### src/hdl/dc_pkg.sv
// ----------------------------------------------------------------------------
// dc_pkg: shared types and constants for dominance counting
// transaction payloads for the point and result channels, and the
// control group that travels along the cell chain
// ----------------------------------------------------------------------------
`default_nettype none

package dc_pkg;

	localparam int FIELD_W = 32;	// width of one coordinate field on the port
	localparam int TALLY_W = 6;	// width of a dominance tally
	localparam logic [TALLY_W-1:0] TALLY_MAX = '1;

	typedef struct packed {
		logic signed [FIELD_W-1:0] x_coord;
		logic signed [FIELD_W-1:0] y_coord;
		logic                      last_point;
	} point_t;

	typedef struct packed {
		logic [5:0] point_index;
		logic [5:0] dominator_count;
		logic       overflowed;
		logic       last_result;
	} result_t;

	// travelling point: valid flag and the tally it gathers on its way
	typedef struct packed {
		logic               valid;
		logic [TALLY_W-1:0] tally;
	} tag_t;

endpackage

`default_nettype wire

### src/hdl/dc_cell.sv
// ----------------------------------------------------------------------------
// dc_cell: one cell of the dominance chain
// holds one point and its tally, compares against the point passing by and
// forwards it one cell per cycle; tallies shift toward cell 0 on readout
// ----------------------------------------------------------------------------
`default_nettype none

module dc_cell #(
	parameter int COORD_BITS = 32,
	parameter int SLOT_W     = 6,
	parameter int INDEX      = 0
) (
	input  wire                          clk,
	input  wire                          arst_n,
	input  wire  dc_pkg::tag_t           tag_in,
	input  wire  signed [COORD_BITS-1:0] x_in,
	input  wire  signed [COORD_BITS-1:0] y_in,
	input  wire         [SLOT_W-1:0]     slot_in,
	output dc_pkg::tag_t                 tag_out,
	output logic signed [COORD_BITS-1:0] x_out,
	output logic signed [COORD_BITS-1:0] y_out,
	output logic        [SLOT_W-1:0]     slot_out,
	input  wire                          shift,
	input  wire  [dc_pkg::TALLY_W-1:0]   shift_tally,
	output logic [dc_pkg::TALLY_W-1:0]   tally
);

	localparam logic [SLOT_W-1:0] SLOT_ID = SLOT_W'(INDEX);

	logic signed [COORD_BITS-1:0] x_q, y_q;
	logic [dc_pkg::TALLY_W-1:0]   tally_q;
	logic                         fwd_valid_q;
	logic [dc_pkg::TALLY_W-1:0]   fwd_tally_q;
	logic signed [COORD_BITS-1:0] fwd_x_q, fwd_y_q;
	logic [SLOT_W-1:0]            fwd_slot_q;

	logic hit, held_dominated, pass_dominated;

	assign hit            = (slot_in == SLOT_ID);
	assign held_dominated = (x_in >= x_q) && (y_in >= y_q);
	assign pass_dominated = (x_q >= x_in) && (y_q >= y_in);

	always_ff @(posedge clk or negedge arst_n) begin
		if (!arst_n) begin
			fwd_valid_q <= 1'b0;
		end else begin
			fwd_valid_q <= tag_in.valid && !hit;
		end
	end

	always_ff @(posedge clk) begin
		fwd_x_q    <= x_in;
		fwd_y_q    <= y_in;
		fwd_slot_q <= slot_in;
		if (pass_dominated && tag_in.tally != dc_pkg::TALLY_MAX) begin
			fwd_tally_q <= tag_in.tally + 1'b1;
		end else begin
			fwd_tally_q <= tag_in.tally;
		end
		if (shift) begin
			tally_q <= shift_tally;
		end else if (tag_in.valid) begin
			if (hit) begin
				x_q     <= x_in;
				y_q     <= y_in;
				tally_q <= tag_in.tally;
			end else if (held_dominated && tally_q != dc_pkg::TALLY_MAX) begin
				tally_q <= tally_q + 1'b1;
			end
		end
	end

	assign tag_out  = '{valid: fwd_valid_q, tally: fwd_tally_q};
	assign x_out    = fwd_x_q;
	assign y_out    = fwd_y_q;
	assign slot_out = fwd_slot_q;
	assign tally    = tally_q;

endmodule

`default_nettype wire

### config.mk
export PLATFORM = sky130hd
export DESIGN_NAME = dc_cell
export DESIGN_NICKNAME = d
export VERILOG_FILES = /design/src/hdl/dc_pkg.sv /design/src/hdl/dc_cell.sv
export SDC_FILE = /design/constraint.sdc
export NUM_CORES = 1
export LEC_CHECK = 0
export BUFFER_PORTS_ARGS = -buffer_cell sky130_fd_sc_hd__buf_2
export CAP_MARGIN = 10
export CORE_ASPECT_RATIO = 1.25
export CORE_MARGIN = 8
export CORE_UTILIZATION = 40
export CTS_CLUSTER_DIAMETER = 200
export DETAILED_ROUTE_END_ITERATION = 16
export GPL_TIMING_DRIVEN = 0
export HOLD_SLACK_MARGIN = 0.03
export PLACE_DENSITY = 0.64
export SLEW_MARGIN = 20
export SYNTH_ARGS = -nofsm -noshare
export SYNTH_HDL_FRONTEND = slang
export SYNTH_SLANG_ARGS = --single-unit
### constraint.sdc
create_clock -name clk -period 3.6 [get_ports clk]
set_input_delay 0.18 -clock clk [delete_from_list [all_inputs] [get_ports clk]]
set_output_delay 0.18 -clock clk [all_outputs]
set_load 0.05 [all_outputs]
==> results.py <==
metrics = {
    "cts": {
        "root_buffer": "clkbuf_16",
        "cts_tree": "yes",
        "tritoncts.num_buffers": 17,
        "worst_skew_pair.late_latency_ns": 0.41,
        "clock_sinks": 147,
        "cts_buffer_depth": 2,
        "cts.repair.resized": 0,
        "cts_post_setup_buffers_inserted": 0,
        "htree_num_levels": 4,
        "worst_setup_hold_path_clk_slew_ns": 0.06,
    },
    "grt": {
        "grt.total_usage": 0.1520,
        "grt_antenna_before_repair": 0,
        "largest_net_degree_at_the_start_of_global_routing": 17,
        "grt.overflow.total": 0,
        "first_global_vias": 4614,
        "global_route_wire_length_before_repair_um": 21770,
    },
    "floorplanning": {
        "row_count": 49,
        "design.die.area_um2": 18630,
        "die_x_um": 123.7,
        "fp.coreArea_um2": 14290,
        "die-height_um": 150.6,
        "top_level_ports": 169,
        "initial_core_util": 0.4060,
    },
    "setup_path": {
        "arrival_ns": 3.16,
        "cp_data_required_time_ns": 3.69,
        "worst_setup_path_end_kind": "flop",
        "path_class": "input pin to flop",
        "worstPathMaxFanout": 6,
        "startpoint_type_of_the_worst_setup_path": "input pin",
    },
    "sta": {
        "final.setup_skew_ns": 0.006243,
        "final_min_period_over_clock_period": 0.8524,
        "worst_slew_pin_slew_ns": 0.5540,
        "hold_viol_final": 0,
        "fmax_ghz": 0.3259,
        "timing.final.max_slew_violations": 0,
        "setup_viol": 0,
        "timing.max_slew.rel_slack": 0.6273,
        "grt_setup_unrepaired": "no",
        "hold_slack_ns": 0.06187,
        "period_needed_ns": 3.068,
    },
    "placement": {
        "dp_hpwl_um": 10370,
        "gpl.final_weighted_congestion": 0.7889,
        "numPlacedInstances": 798,
        "port-buffer-count": 168,
    },
    "min_path": {
        "holdCritPathClass": "input pin to async pin",
    },
    "detailed_routing": {
        "drt-pass1-iter-count": 4,
        "detailedRoute.firstIterationViolations": 172,
        "routed_wirelength_um": 13860,
        "drt-wirelength-per-cell_um": 15.25,
        "detail_route.drc_violations": 0,
        "vias": 4274,
        "route.detailed.vias_per_inst": 4.702,
        "ant_nets": 0,
    },
    "run_status": {
        "run_status": "completed",
    },
    "cells_and_area": {
        "fillCellCount": 1167,
        "layout.cells.most_common": "buf_2",
        "antenna-diode-count": 0,
        "finish.cell_count_without_fillers": 909,
        "finish.net_count": 870,
        "layout_cell_share_with_drive_strength_beyond_1": 0.3037,
        "multiInputGateArea_um2": 1903,
        "area.growth.synth_to_final_pct": 44.70,
        "final_cell_mix": "buf_2 (168), dlygate4sd3_1 (79), dfxtp_1 (76)",
        "seqCellArea_um2": 3649,
        "finish.utilization": 0.5875,
    },
    "power_and_ir_drop": {
        "peakVddDrop_uv": 389.7,
        "report.power.total_mw": 4.247,
        "power.static_leakage_nw": 3.880,
        "power_density_nw_per_um2": 506.1,
    },
    "logic_synthesis": {
        "synthesis.yosys.warnings": 0,
        "synth_seq_cells": 147,
        "netlist_area_um2": 5799,
        "ys_seq_area_frac": 0.6291,
        "number_of_synthesized_flops_with_an_enable_pin": 70,
        "synthFlopType": "dfxtp_1",
        "async_flop_share": 0.006803,
        "synthesis.nets": 599,
        "postSynthAreaPerCell_um2": 12.97,
        "ys_types": 51,
        "gate_count_after_technology_mapping": 447,
    },
    "job": {
        "drv.max_cap_violation_count": 0,
    },
}
## kinds of logic (layout without fill, tap and decap cells)
| logic type | after synthesis | count (layout) | synth area share |
|---|---|---|---|
| muxes | 3 | 3 | 0.006256 |
| and+or+nand+nor | 86 | 86 | 0.08522 |
| DFF | 147 | 147 | 0.6291 |
| adders and majority gates | 66 | 66 | 0.1424 |
| buffers and inverters | 68 | 352 | 0.04466 |
| xor gates and xnor gates | 8 | 8 | 0.01208 |
| AOI/OAI and AO/OA | 69 | 69 | 0.08026 |
## critical path, cell delays in order
cell           delay [ns]
dlygate4sd3_1        0.54
buf_2                0.13
inv_1                0.04
ha_1                 0.29
nand4_2              0.16
nor4_4               0.38
a21boi_2             0.21
o31a_1               0.19
nor2b_1              0.39
a211oi_1             0.16
o21ai_1              0.18
a21o_1               0.29
## metal layers
| metal | GRT usage | vias to the layer above | part of all wire |
|---|---|---|---|
| met5 | 0 | - | 0 |
| met4 | 0.06759 | 0 | 0.020 |
| met3 | 0.04315 | 24 | 0.056 |
| met2 | 0.2786 | 121 | 0.54 |
| met1 | 0.1552 | 2001 | 0.38 |
| li1 | - | 2128 | - |
## Yosys cell counts, types with 2 or more instances
cell      count  share of area
nor4_2        2         0.0043
o21ai_0      16          0.014
xnor2_1       5         0.0076
o21ai_1       2         0.0017
inv_1        65          0.042
xor2_1        3         0.0045
clkbuf_1      2         0.0013
nand4_2       2         0.0043
nor4_1        2         0.0022
nand3_1       9         0.0078
o21bai_1      3         0.0039
and4_1        2         0.0030
nand4_1      13          0.014
nand2_1      27          0.017
o211ai_1      2         0.0026
nor2_1       11         0.0071
and3_1        3         0.0032
a211oi_1      3         0.0039
o21a_1        2         0.0026
a21oi_1      25          0.022
dfxtp_1      76           0.26
a21o_1        5         0.0065
ha_1         66           0.14
nor3_1        2         0.0017
edfxtp_1     70           0.36
nor2b_1       4         0.0043
## metrics by stage
stage | TNS (ns) | setup slack, ns | instance area (um^2)
finish | 0 | 0.5315 | 8392
global route | 0 | 0.2978 | 8392
CTS | 0 | 0.5294 | 8392
detailed placement | 0 | 0.6297 | 6945
global placement | -25.12 | -0.3973 | 6874
floorplan | 0 | 0.6602 | 5811
## report_power, final
group          switching (mW)  internal, mW
Clock                   0.655          1.20
Sequential             0.0204          1.81
Combinational           0.361         0.198
Total                    1.04          3.21
## state kept, by name (all words and copies together) (netlist names)
name,cells
fwd_tally_q,6
x_out,32
fwd_valid_q,1
tally,6
x_q,32
slot_out,6
y_out,32
y_q,32
## what timing repair did
item | CTS | global route
endpoints found under the setup margin | 0 | 0
hold buffers | 79 | 0
hold endpoints to repair | 143 | 0
## worst paths after layout
path                                startpoint     endpoint  slack (ns)  cells past startpoint
max in group asynchronous               arst_n  fwd_valid_q        3.45                      2
min in group clk                shift_tally[3]     tally[3]        0.06                      3
worst min-delay path                    arst_n  fwd_valid_q        0.06                      2
worst min register to register        tally[5]     tally[5]        0.83                      4
worst max register to register         x_q[13]     tally[3]        0.61                      9
worst max-delay path                  x_in[15]     tally[3]        0.53                     12
## cell type report
type / instances / area share
multi-input cells: 232 / 0.2268
repair buffers: 252 / 0.2029
inverters: 65 / 0.02907
clock buffers: 29 / 0.07589
clock inverters: 3 / 0.002236
well taps: 178 / 0.02654
flip-flops and latches: 147 / 0.4348
plain buffers: 3 / 0.001789
No activity file was read; power rests on OpenSTA's default activity.
